--- src/rtl/gtphx_pkg.sv ---
// Package for the Ethernet/IPv4/GTP-U header extractor.
// Holds the header window type, field codes and the field select and presence functions.
// No dependencies.
`default_nettype none

package gtphx_pkg;

  // Bytes of the header that any field reads (last field ends at offset 73)
  localparam int HDR_BYTES = 74;
  localparam int FIELD_COUNT = 24;
  localparam int FIELD_W = 48;
  localparam int CODE_W = 5;
  localparam int WINDOW_BYTES_DEF = 128;

  localparam logic [15:0] TUNNEL_PORT_RST = 16'd2152;

  localparam logic [7:0] PROTO_ICMP = 8'd1;
  localparam logic [7:0] PROTO_TCP = 8'd6;
  localparam logic [7:0] PROTO_UDP = 8'd17;

  // Byte i of the header is hdr[i]
  typedef logic [HDR_BYTES-1:0][7:0] hdr_t;

  typedef enum logic [CODE_W-1:0] {
    FLD_DST_MAC       = 5'd0,
    FLD_SRC_MAC       = 5'd1,
    FLD_ETH_TYPE      = 5'd2,
    FLD_IP_SRC        = 5'd3,
    FLD_IP_DST        = 5'd4,
    FLD_IP_PROTO      = 5'd5,
    FLD_IP_TOS        = 5'd6,
    FLD_ICMP_CODE     = 5'd7,
    FLD_ICMP_TYPE     = 5'd8,
    FLD_ICMP_ID       = 5'd9,
    FLD_ICMP_SEQ      = 5'd10,
    FLD_ICMP_PAYLOAD  = 5'd11,
    FLD_TCP_SPORT     = 5'd12,
    FLD_TCP_DPORT     = 5'd13,
    FLD_UDP_SPORT     = 5'd14,
    FLD_UDP_DPORT     = 5'd15,
    FLD_GTP_TEID      = 5'd16,
    FLD_IN_IP_SRC     = 5'd17,
    FLD_IN_IP_DST     = 5'd18,
    FLD_IN_PROTO      = 5'd19,
    FLD_IN_TCP_SPORT  = 5'd20,
    FLD_IN_TCP_DPORT  = 5'd21,
    FLD_IN_UDP_SPORT  = 5'd22,
    FLD_IN_UDP_DPORT  = 5'd23
  } field_code_t;

  localparam logic [CODE_W-1:0] LAST_CODE = FLD_IN_UDP_DPORT;

  // Protocol classification of one packet
  typedef struct packed {
    logic icmp;
    logic tcp;
    logic udp;
    logic tunnel;
    logic in_tcp;
    logic in_udp;
  } pres_t;

  // Classify a captured header against the tunnel port
  function automatic pres_t classify(hdr_t h, logic [15:0] tunnel_port);
    pres_t p;
    p.icmp   = (h[23] == PROTO_ICMP);
    p.tcp    = (h[23] == PROTO_TCP);
    p.udp    = (h[23] == PROTO_UDP);
    p.tunnel = p.udp && ({h[36], h[37]} == tunnel_port);
    p.in_tcp = p.tunnel && (h[59] == PROTO_TCP);
    p.in_udp = p.tunnel && (h[59] == PROTO_UDP);
    return p;
  endfunction

  function automatic logic field_present(pres_t p, field_code_t c);
    logic r;
    case (c) inside
      [FLD_DST_MAC:FLD_IP_TOS]:          r = 1'b1;
      [FLD_ICMP_CODE:FLD_ICMP_PAYLOAD]:  r = p.icmp;
      [FLD_TCP_SPORT:FLD_TCP_DPORT]:     r = p.tcp;
      [FLD_UDP_SPORT:FLD_UDP_DPORT]:     r = p.udp;
      [FLD_GTP_TEID:FLD_IN_PROTO]:       r = p.tunnel;
      [FLD_IN_TCP_SPORT:FLD_IN_TCP_DPORT]: r = p.in_tcp;
      [FLD_IN_UDP_SPORT:FLD_IN_UDP_DPORT]: r = p.in_udp;
      default:                           r = 1'b0;
    endcase
    return r;
  endfunction

  // Big-endian value of a field at its fixed offset
  function automatic logic [FIELD_W-1:0] field_value(hdr_t h, field_code_t c);
    logic [FIELD_W-1:0] v;
    case (c)
      FLD_DST_MAC:      v = {h[0], h[1], h[2], h[3], h[4], h[5]};
      FLD_SRC_MAC:      v = {h[6], h[7], h[8], h[9], h[10], h[11]};
      FLD_ETH_TYPE:     v = {32'd0, h[12], h[13]};
      FLD_IP_SRC:       v = {16'd0, h[26], h[27], h[28], h[29]};
      FLD_IP_DST:       v = {16'd0, h[30], h[31], h[32], h[33]};
      FLD_IP_PROTO:     v = {40'd0, h[23]};
      FLD_IP_TOS:       v = {40'd0, h[15]};
      FLD_ICMP_CODE:    v = {40'd0, h[35]};
      FLD_ICMP_TYPE:    v = {40'd0, h[34]};
      FLD_ICMP_ID:      v = {32'd0, h[38], h[39]};
      FLD_ICMP_SEQ:     v = {32'd0, h[40], h[41]};
      FLD_ICMP_PAYLOAD: v = {16'd0, h[42], h[43], h[44], h[45]};
      FLD_TCP_SPORT:    v = {32'd0, h[34], h[35]};
      FLD_TCP_DPORT:    v = {32'd0, h[36], h[37]};
      FLD_UDP_SPORT:    v = {32'd0, h[34], h[35]};
      FLD_UDP_DPORT:    v = {32'd0, h[36], h[37]};
      FLD_GTP_TEID:     v = {16'd0, h[46], h[47], h[48], h[49]};
      FLD_IN_IP_SRC:    v = {16'd0, h[62], h[63], h[64], h[65]};
      FLD_IN_IP_DST:    v = {16'd0, h[66], h[67], h[68], h[69]};
      FLD_IN_PROTO:     v = {40'd0, h[59]};
      FLD_IN_TCP_SPORT: v = {32'd0, h[70], h[71]};
      FLD_IN_TCP_DPORT: v = {32'd0, h[72], h[73]};
      FLD_IN_UDP_SPORT: v = {32'd0, h[70], h[71]};
      FLD_IN_UDP_DPORT: v = {32'd0, h[72], h[73]};
      default:          v = '0;
    endcase
    return v;
  endfunction

endpackage

`default_nettype wire

--- src/rtl/gtphx_if.sv ---
// Stream interfaces of the header extractor: packet byte channel and field result channel.
// Depends on gtphx_pkg for field widths.
`default_nettype none

interface gtphx_in_if;
  logic       valid;
  logic       ready;
  logic [7:0] packet_byte;
  logic       end_of_packet;

  modport source (output valid, output packet_byte, output end_of_packet, input ready);
  modport sink (input valid, input packet_byte, input end_of_packet, output ready);
endinterface

interface gtphx_out_if;
  logic                               valid;
  logic                               ready;
  logic [gtphx_pkg::CODE_W-1:0]       field_code;
  logic [gtphx_pkg::FIELD_W-1:0]      field_value;
  logic                               field_present;
  logic                               last_field;

  modport source (output valid, output field_code, output field_value,
                  output field_present, output last_field, input ready);
  modport sink (input valid, input field_code, input field_value,
                input field_present, input last_field, output ready);
endinterface

`default_nettype wire

--- src/rtl/gtphx_capture.sv ---
// Byte capture: input register, header window and byte counter.
// Hands a masked header snapshot to the emitter at packet end. Depends on gtphx_pkg.
`default_nettype none

module gtphx_capture #(
  parameter int WINDOW_BYTES = gtphx_pkg::WINDOW_BYTES_DEF
) (
  input  wire logic        clk,
  input  wire logic        rst_n,
  gtphx_in_if.sink         in_ch,
  input  wire logic        snap_free,
  output logic             snap_load,
  output gtphx_pkg::hdr_t  snap_hdr
);

  localparam int CW = $clog2(WINDOW_BYTES + 1);

  logic          s1_valid_r;
  logic [7:0]    s1_byte_r;
  logic          s1_eop_r;
  logic          s1_fire;
  logic [CW-1:0] pos_r;
  logic [CW-1:0] pos_nxt;
  gtphx_pkg::hdr_t win_r;

  // Advance the held beat; an end-of-packet beat waits for a free snapshot
  assign s1_fire   = s1_valid_r && (!s1_eop_r || snap_free);
  assign in_ch.ready = !s1_valid_r || s1_fire;
  assign snap_load = s1_fire && s1_eop_r;

  // Input register
  always_ff @(posedge clk) begin
    if (!rst_n) begin
      s1_valid_r <= 1'b0;
    end else if (in_ch.ready) begin
      s1_valid_r <= in_ch.valid;
    end
    if (in_ch.ready && in_ch.valid) begin
      s1_byte_r <= in_ch.packet_byte;
      s1_eop_r  <= in_ch.end_of_packet;
    end
  end

  // Byte counter: saturate at the window size, restart after packet end
  always_comb begin
    pos_nxt = pos_r;
    if (s1_fire) begin
      if (s1_eop_r) begin
        pos_nxt = '0;
      end else if (pos_r < CW'(WINDOW_BYTES)) begin
        pos_nxt = pos_r + CW'(1);
      end
    end
  end

  always_ff @(posedge clk) begin
    if (!rst_n) begin
      pos_r <= '0;
    end else begin
      pos_r <= pos_nxt;
    end
  end

  // Window: store the byte at its position; only the header bytes are kept
  always_ff @(posedge clk) begin
    for (int i = 0; i < gtphx_pkg::HDR_BYTES; i++) begin
      if (s1_fire && !s1_eop_r && pos_r == CW'(i)) begin
        win_r[i] <= s1_byte_r;
      end
    end
  end

  // Snapshot: bytes not yet received this packet read as zero
  always_comb begin
    for (int i = 0; i < gtphx_pkg::HDR_BYTES; i++) begin
      if (CW'(i) < pos_r) begin
        snap_hdr[i] = win_r[i];
      end else if (CW'(i) == pos_r) begin
        snap_hdr[i] = s1_byte_r;
      end else begin
        snap_hdr[i] = 8'd0;
      end
    end
  end

endmodule

`default_nettype wire

--- src/rtl/gtphx_emit.sv ---
// Field emitter: holds one packet's header, walks the 24 field codes into an output register.
// Depends on gtphx_pkg.
`default_nettype none

module gtphx_emit (
  input  wire logic             clk,
  input  wire logic             rst_n,
  input  wire logic             snap_load,
  input  wire gtphx_pkg::hdr_t  snap_hdr,
  input  wire logic [15:0]      tunnel_port,
  output logic                  snap_free,
  gtphx_out_if.source           out_ch
);

  logic                             busy_r;
  logic [gtphx_pkg::CODE_W-1:0]     idx_r;
  gtphx_pkg::hdr_t                  hdr_r;
  gtphx_pkg::pres_t                 pres_r;
  logic                             advance;
  logic                             at_last;
  logic                             out_valid_r;
  logic [gtphx_pkg::CODE_W-1:0]     code_r;
  logic [gtphx_pkg::FIELD_W-1:0]    value_r;
  logic                             present_r;
  logic                             last_r;
  logic                             cur_present;
  gtphx_pkg::field_code_t           cur_code;

  assign cur_code    = gtphx_pkg::field_code_t'(idx_r);
  assign cur_present = gtphx_pkg::field_present(pres_r, cur_code);
  assign at_last     = (idx_r == gtphx_pkg::LAST_CODE);
  assign advance     = busy_r && (!out_valid_r || out_ch.ready);
  assign snap_free   = !busy_r || (advance && at_last);

  // Sequence control: load a new header, step through the codes
  always_ff @(posedge clk) begin
    if (!rst_n) begin
      busy_r <= 1'b0;
      idx_r  <= '0;
    end else if (snap_load) begin
      busy_r <= 1'b1;
      idx_r  <= '0;
    end else if (advance) begin
      busy_r <= !at_last;
      idx_r  <= idx_r + gtphx_pkg::CODE_W'(1);
    end
  end

  // Header and classification of the packet being emitted
  always_ff @(posedge clk) begin
    if (snap_load) begin
      hdr_r  <= snap_hdr;
      pres_r <= gtphx_pkg::classify(snap_hdr, tunnel_port);
    end
  end

  // Output register: hold a beat until it is taken
  always_ff @(posedge clk) begin
    if (!rst_n) begin
      out_valid_r <= 1'b0;
    end else if (advance) begin
      out_valid_r <= 1'b1;
    end else if (out_ch.ready) begin
      out_valid_r <= 1'b0;
    end
    if (advance) begin
      code_r    <= idx_r;
      value_r   <= cur_present ? gtphx_pkg::field_value(hdr_r, cur_code) : '0;
      present_r <= cur_present;
      last_r    <= at_last;
    end
  end

  assign out_ch.valid         = out_valid_r;
  assign out_ch.field_code    = code_r;
  assign out_ch.field_value   = value_r;
  assign out_ch.field_present = present_r;
  assign out_ch.last_field    = last_r;

endmodule

`default_nettype wire

--- src/rtl/eth_ipv4_gtp_header_extractor.sv ---
// Top level of the Ethernet/IPv4/GTP-U header extractor: config register, capture, emitter.
// Depends on gtphx_pkg, gtphx_if, gtphx_capture and gtphx_emit.
//
//   channel  direction  beat
//   in_ch    sink       packet_byte, end_of_packet
//   out_ch   source     field_code, field_value, field_present, last_field
//   cfg_*    write      tunnel_udp_port (16 bit)
//
// Packet bytes are taken one per cycle. A packet end yields 24 beats, one per cycle while
// out_ch is ready, from a one-packet snapshot; the next packet streams in meanwhile.
// An end-of-packet byte stalls in the input register only while the previous packet
// still has beats to send (packets shorter than 24 bytes back to back).
// Reset (rst_n, synchronous) clears the pipeline, byte counter and sets the port to 2152.
`default_nettype none

module eth_ipv4_gtp_header_extractor #(
  parameter int WINDOW_BYTES = gtphx_pkg::WINDOW_BYTES_DEF
) (
  input  wire logic        clk,
  input  wire logic        rst_n,
  gtphx_in_if.sink         in_ch,
  gtphx_out_if.source      out_ch,
  input  wire logic        cfg_wr_en,
  input  wire logic [15:0] cfg_wr_data
);

  logic [15:0]     tunnel_port_r;
  logic            snap_free;
  logic            snap_load;
  gtphx_pkg::hdr_t snap_hdr;

  // Tunnel port register
  always_ff @(posedge clk) begin
    if (!rst_n) begin
      tunnel_port_r <= gtphx_pkg::TUNNEL_PORT_RST;
    end else if (cfg_wr_en) begin
      tunnel_port_r <= cfg_wr_data;
    end
  end

  gtphx_capture #(
    .WINDOW_BYTES (WINDOW_BYTES)
  ) u_capture (
    .clk       (clk),
    .rst_n     (rst_n),
    .in_ch     (in_ch),
    .snap_free (snap_free),
    .snap_load (snap_load),
    .snap_hdr  (snap_hdr)
  );

  gtphx_emit u_emit (
    .clk         (clk),
    .rst_n       (rst_n),
    .snap_load   (snap_load),
    .snap_hdr    (snap_hdr),
    .tunnel_port (tunnel_port_r),
    .snap_free   (snap_free),
    .out_ch      (out_ch)
  );

endmodule

`default_nettype wire

--- src/flat_wrapper.sv ---
// flat-port wrapper written by rule: the top's interface ports become plain ports
module eth_ipv4_gtp_header_extractor_flat 
#(
  parameter int WINDOW_BYTES = gtphx_pkg::WINDOW_BYTES_DEF
)
  (clk, rst_n, cfg_wr_en, cfg_wr_data, in_ch_valid, in_ch_packet_byte, in_ch_end_of_packet, in_ch_ready, out_ch_valid, out_ch_field_code, out_ch_field_value, out_ch_field_present, out_ch_last_field, out_ch_ready);
  gtphx_in_if in_ch_i ();
  gtphx_out_if out_ch_i ();
  input  wire logic clk;
  input  wire logic rst_n;
  input  wire logic cfg_wr_en;
  input  wire logic [15:0] cfg_wr_data;
  input wire logic [$bits(in_ch_i.valid)-1:0] in_ch_valid;
  input wire logic [$bits(in_ch_i.packet_byte)-1:0] in_ch_packet_byte;
  input wire logic [$bits(in_ch_i.end_of_packet)-1:0] in_ch_end_of_packet;
  output wire logic [$bits(in_ch_i.ready)-1:0] in_ch_ready;
  output wire logic [$bits(out_ch_i.valid)-1:0] out_ch_valid;
  output wire logic [$bits(out_ch_i.field_code)-1:0] out_ch_field_code;
  output wire logic [$bits(out_ch_i.field_value)-1:0] out_ch_field_value;
  output wire logic [$bits(out_ch_i.field_present)-1:0] out_ch_field_present;
  output wire logic [$bits(out_ch_i.last_field)-1:0] out_ch_last_field;
  input wire logic [$bits(out_ch_i.ready)-1:0] out_ch_ready;
  assign in_ch_i.valid = in_ch_valid;
  assign in_ch_i.packet_byte = in_ch_packet_byte;
  assign in_ch_i.end_of_packet = in_ch_end_of_packet;
  assign in_ch_ready = in_ch_i.ready;
  assign out_ch_valid = out_ch_i.valid;
  assign out_ch_field_code = out_ch_i.field_code;
  assign out_ch_field_value = out_ch_i.field_value;
  assign out_ch_field_present = out_ch_i.field_present;
  assign out_ch_last_field = out_ch_i.last_field;
  assign out_ch_i.ready = out_ch_ready;
  eth_ipv4_gtp_header_extractor #(.WINDOW_BYTES(WINDOW_BYTES)) u_core (.clk(clk), .rst_n(rst_n), .in_ch(in_ch_i), .out_ch(out_ch_i), .cfg_wr_en(cfg_wr_en), .cfg_wr_data(cfg_wr_data));
endmodule
--- config.mk ---
export PLATFORM = sky130hd
export DESIGN_NAME = eth_ipv4_gtp_header_extractor_flat
export DESIGN_NICKNAME = d
export VERILOG_FILES = /design/src/rtl/gtphx_pkg.sv /design/src/rtl/gtphx_if.sv /design/src/rtl/gtphx_capture.sv /design/src/rtl/gtphx_emit.sv /design/src/rtl/eth_ipv4_gtp_header_extractor.sv /design/src/flat_wrapper.sv
export SDC_FILE = /design/constraint.sdc
export NUM_CORES = 1
export LEC_CHECK = 0
export ABC_CLOCK_PERIOD_IN_PS = 42700
export CORE_MARGIN = 5
export CORE_UTILIZATION = 60
export DETAILED_ROUTE_END_ITERATION = 10
export DONT_BUFFER_PORTS = 1
export PLACE_DENSITY = 0.76
export SLEW_MARGIN = 10
export SYNTH_ARGS = -nofsm -noshare
export SYNTH_HDL_FRONTEND = slang
export SYNTH_SLANG_ARGS = --single-unit
--- constraint.sdc ---
create_clock -name clk -period 42.7 [get_ports clk]
set_input_delay 8.54 -clock clk [delete_from_list [all_inputs] [get_ports clk]]
set_output_delay 8.54 -clock clk [all_outputs]
set_load 0.1 [all_outputs]
==> summary.md <==
| Metric | Value |
|---|---|
| Worst setup margin | 24,600 ps |
| Gr usage total | 0.296 |
| Initial cell density of the core | 0.605 |
| Crit. End Element | output port |
| PwrDens | 45.8 nW/um^2 |
| Critical Path End | in_ch_ready |
| Post-layout minimum cycle time | 18,100 ps |
| Register area share after synthesis | 0.742 |
| Bufs on Longest Clock Path | 3 |
| Post-synth ARST share | 0 |
| Post-CTS sizing | 0 |
| Commonest non-fill, non-tap cell in the layout | edfxtp_1 |
| Max-cap viol count | 0 |
| H-tree Lvls | 3 |
| Reg2reg path depth | 8 |
| Routed via count | 24,300 |
| Area after DPL | 38,900 um^2 |
| Tcrit/Tclk final | 0.424 |
| Leakage | 13.5 nW |
| Cell Area, Synth | 38,000 um^2 |
| CP arrival | 9560 ps |
| Reg2reg start | u_core.u_emit.cur_code[0] |
| Total CTS buffers | 91 |
| Yosys warns | 0 |
| CP max stage delay | 560 ps |
| Largest net degree at the start of global routing | 194 |
| Area Overhead vs Synth | 10.2% |
| Hold path cells | 1 |
| EDFF count, synth | 918 |
| Maximum fanout along the worst path | 4 |
| Routability cong. | 0.945 |
| Row count | 92 |
| CP startpoint | out_ch_ready |
| Clock Sinks | 950 |
| Layout Nets | 2,591 |
| Postcts setup bufs | 0 |
| Worst VDD drop | 32.5 uV |
| Fmax | 55.2 MHz |
| Outcome | finished, final reports clean |
| Worst hold path type | flip-flop to flip-flop |
| Antenna violations before repair | 3 |
| Die width | 262 um |
| Max transition margin | 0.117 |
| Core footprint | 62,900 um^2 |
| Drt first pass iters | 9 |
| Global-route wire length before repair | 150,000 um |
| I/O Buffers | 0 |
| Final hold vios | 0 |
| Critical path class | primary input to output port |
| Hold_buf cts | 0 |
| Total power | 1.92 mW |
| CP startpoint kind | primary input |
| GRT overflow | 0 |
| Die area | 68,500 um^2 |
| Synth Area per Inst | 14.7 um^2 |
| Post-synth cell types | 68 |
| WP data required | 34,160 ps |
| Number of synthesized register bits | 950 |
| Wire length per cell | 29.6 um |
| Starting DRC count in detailed routing | 4,294 |
| Most used cells in the layout excluding fill and tap cells | 918 x edfxtp_1, 338 x nand2_1, 284 x a22o_1 |
| Dominant synthesized flop cell | edfxtp_1 |
| Setup slack, reg-to-reg | 37,590 ps |
| Finished Cell Area | 41,900 um^2 |
| Worst path bufs/invs | 0 |
| Final Routed Wirelength | 103,000 um |
| Clk root buf | clkbuf_16 |
| Dpl hpwl | 61,800 um |
| RR Endpoint | u_core.u_emit.hdr_r[579] |
| Vias per cell | 7.00 |
| Critical-path cell list | nor2b_1 -> o21ai_1 -> or2_2 |
| RSZ-0062 raised after global routing | false |
| Setup Skew | 25.6 ps |
| Worst-skew pair later-pin latency | 640 ps |
| Worst-margin pin slew | 1320 ps |
| Synth Instances | 2,588 |
| Layout cells sized above 1 | 0.0838 |
| Die height | 262 um |
| Final setup viols | 0 |
| Post-DRT Antenna Nets | 0 |
| Max Slew Vio Count | 0 |
| DRC Markers | 0 |
| Vias in the first global route | 23,000 |
| Net count after synthesis | 2,627 |
| Dpl ws | 24,620 ps |
| Fillers | 4,236 |
| Setup TNS | 0 ps |
| Fin Hold WS | 493 ps |
| Clock-pin slew on the worst setup and hold paths | 60 ps |
| Crit path depth | 3 |
| CP top delay family | simple AND/OR/NAND/NOR gates |
| CTS tree | done |
| Highest-delay cell along the critical path | or2_2 |
| Ports | 87 |
state kept, by name, summed over array words and instances (netlist names):
signal / flops
u_core.u_capture.win_r: 424
u_core.u_emit.hdr_r: 424
u_core.u_emit.out_ch.field_value: 48
u_core.tunnel_port_r: 16
u_core.u_capture.pos_r: 8
u_core.u_capture.s1_byte_r: 8
u_core.u_emit.pres_r: 6
u_core.u_emit.cur_code: 5
u_core.u_emit.out_ch.field_code: 5
u_core.u_capture.s1_eop_r: 1
u_core.u_capture.s1_valid_r: 1
u_core.u_emit.busy_r: 1
u_core.u_emit.out_ch.field_present: 1
u_core.u_emit.out_ch.last_field: 1
u_core.u_emit.out_ch.valid: 1
cells by family (layout without fill, tap and decap cells):
family / count (synthesis) / count (layout) / share of synthesized area
flops: 950 / 950 / 0.742
compound gates: 725 / 725 / 0.146
simple gates: 660 / 660 / 0.0802
buf+inv: 217 / 254 / 0.0220
mux: 17 / 17 / 0.00448
xor+xnor: 10 / 10 / 0.00231
fa+ha+maj: 9 / 9 / 0.00296
other cells: 0 / 1 / 0
cell type report:
cell class,count,area [um^2],share of cell area
clock buffer,121,2500,0.0596
sequential,950,28200,0.674
antenna,1,2.50,0.0000598
inverter,30,113,0.00269
tap,846,1060,0.0253
clock inverter,45,429,0.0102
timing repair buffer,58,460,0.0110
multi-input combinational,1421,9100,0.217
report_power, final:
group | switching, mW | internal, mW | leakage (nW)
Clock | 0.340 | 0.455 | 1.43
Sequential | 0.0231 | 1.04 | 8.74
Combinational | 0.0510 | 0.0138 | 3.33
worst min-delay path by stage:
stage / endpoint / start
floorplan: u_core.u_emit.out_ch.field_code[2] / u_core.u_emit.cur_code[2]
global placement: u_core.u_emit.out_ch.valid / u_core.u_emit.busy_r
detailed placement: u_core.u_emit.out_ch.valid / u_core.u_emit.busy_r
CTS: u_core.u_emit.out_ch.valid / u_core.u_emit.busy_r
global route: u_core.u_emit.out_ch.valid / u_core.u_emit.busy_r
finish: u_core.u_emit.out_ch.valid / u_core.u_emit.busy_r
cell usage after synthesis, types with 6 or more instances:
master,number,area (um^2)
nor2_1,88,330
a31oi_1,27,169
o211ai_1,6,45.0
nand4_1,9,56.3
a22o_1,284,2490
a21oi_1,29,145
nor4b_1,7,61.3
nor4_1,7,43.8
a221oi_1,39,342
a221o_1,6,60.1
a41oi_1,8,70.1
ha_1,9,113
inv_1,24,90.1
a22oi_1,81,608
and3_1,19,119
o21ai_0,91,455
clkbuf_1,171,642
a222oi_1,27,270
a211oi_1,8,60.1
nand3_1,71,355
nor2b_1,22,138
o21ai_1,46,230
o31ai_1,42,315
dfxtp_1,32,641
mux2i_1,17,170
and2_1,14,87.6
xnor2_1,10,87.6
nand2_1,338,1270
buf_1,10,37.5
edfxtp_1,918,27600
or3_1,7,43.8
clkinv_1,6,22.5
o221ai_1,7,61.3
nor3_1,41,205
stage by stage:
stage	utilization	instances
after floorplan	-	2588
after global placement	0.619	3305
after detailed placement	0.619	3305
after CTS	0.666	3471
after global routing	0.666	3471
final	0.666	3472
worst reg2reg max path: stages (launching register included):
cell      delay [ps]
dfxtp_1          650
ha_1             420
nand4b_1         190
o21ai_1          290
o21ai_0          250
nor2_4           180
buf_12           700
buf_4            990
buf_4           1020
per-layer routing:
layer  part of all wire  GRT usage
met1               0.37      0.420
met2               0.46      0.456
met3               0.13     0.0593
met4              0.046      0.123
met5            0.00013          0
(Power assumes the default switching activity.)
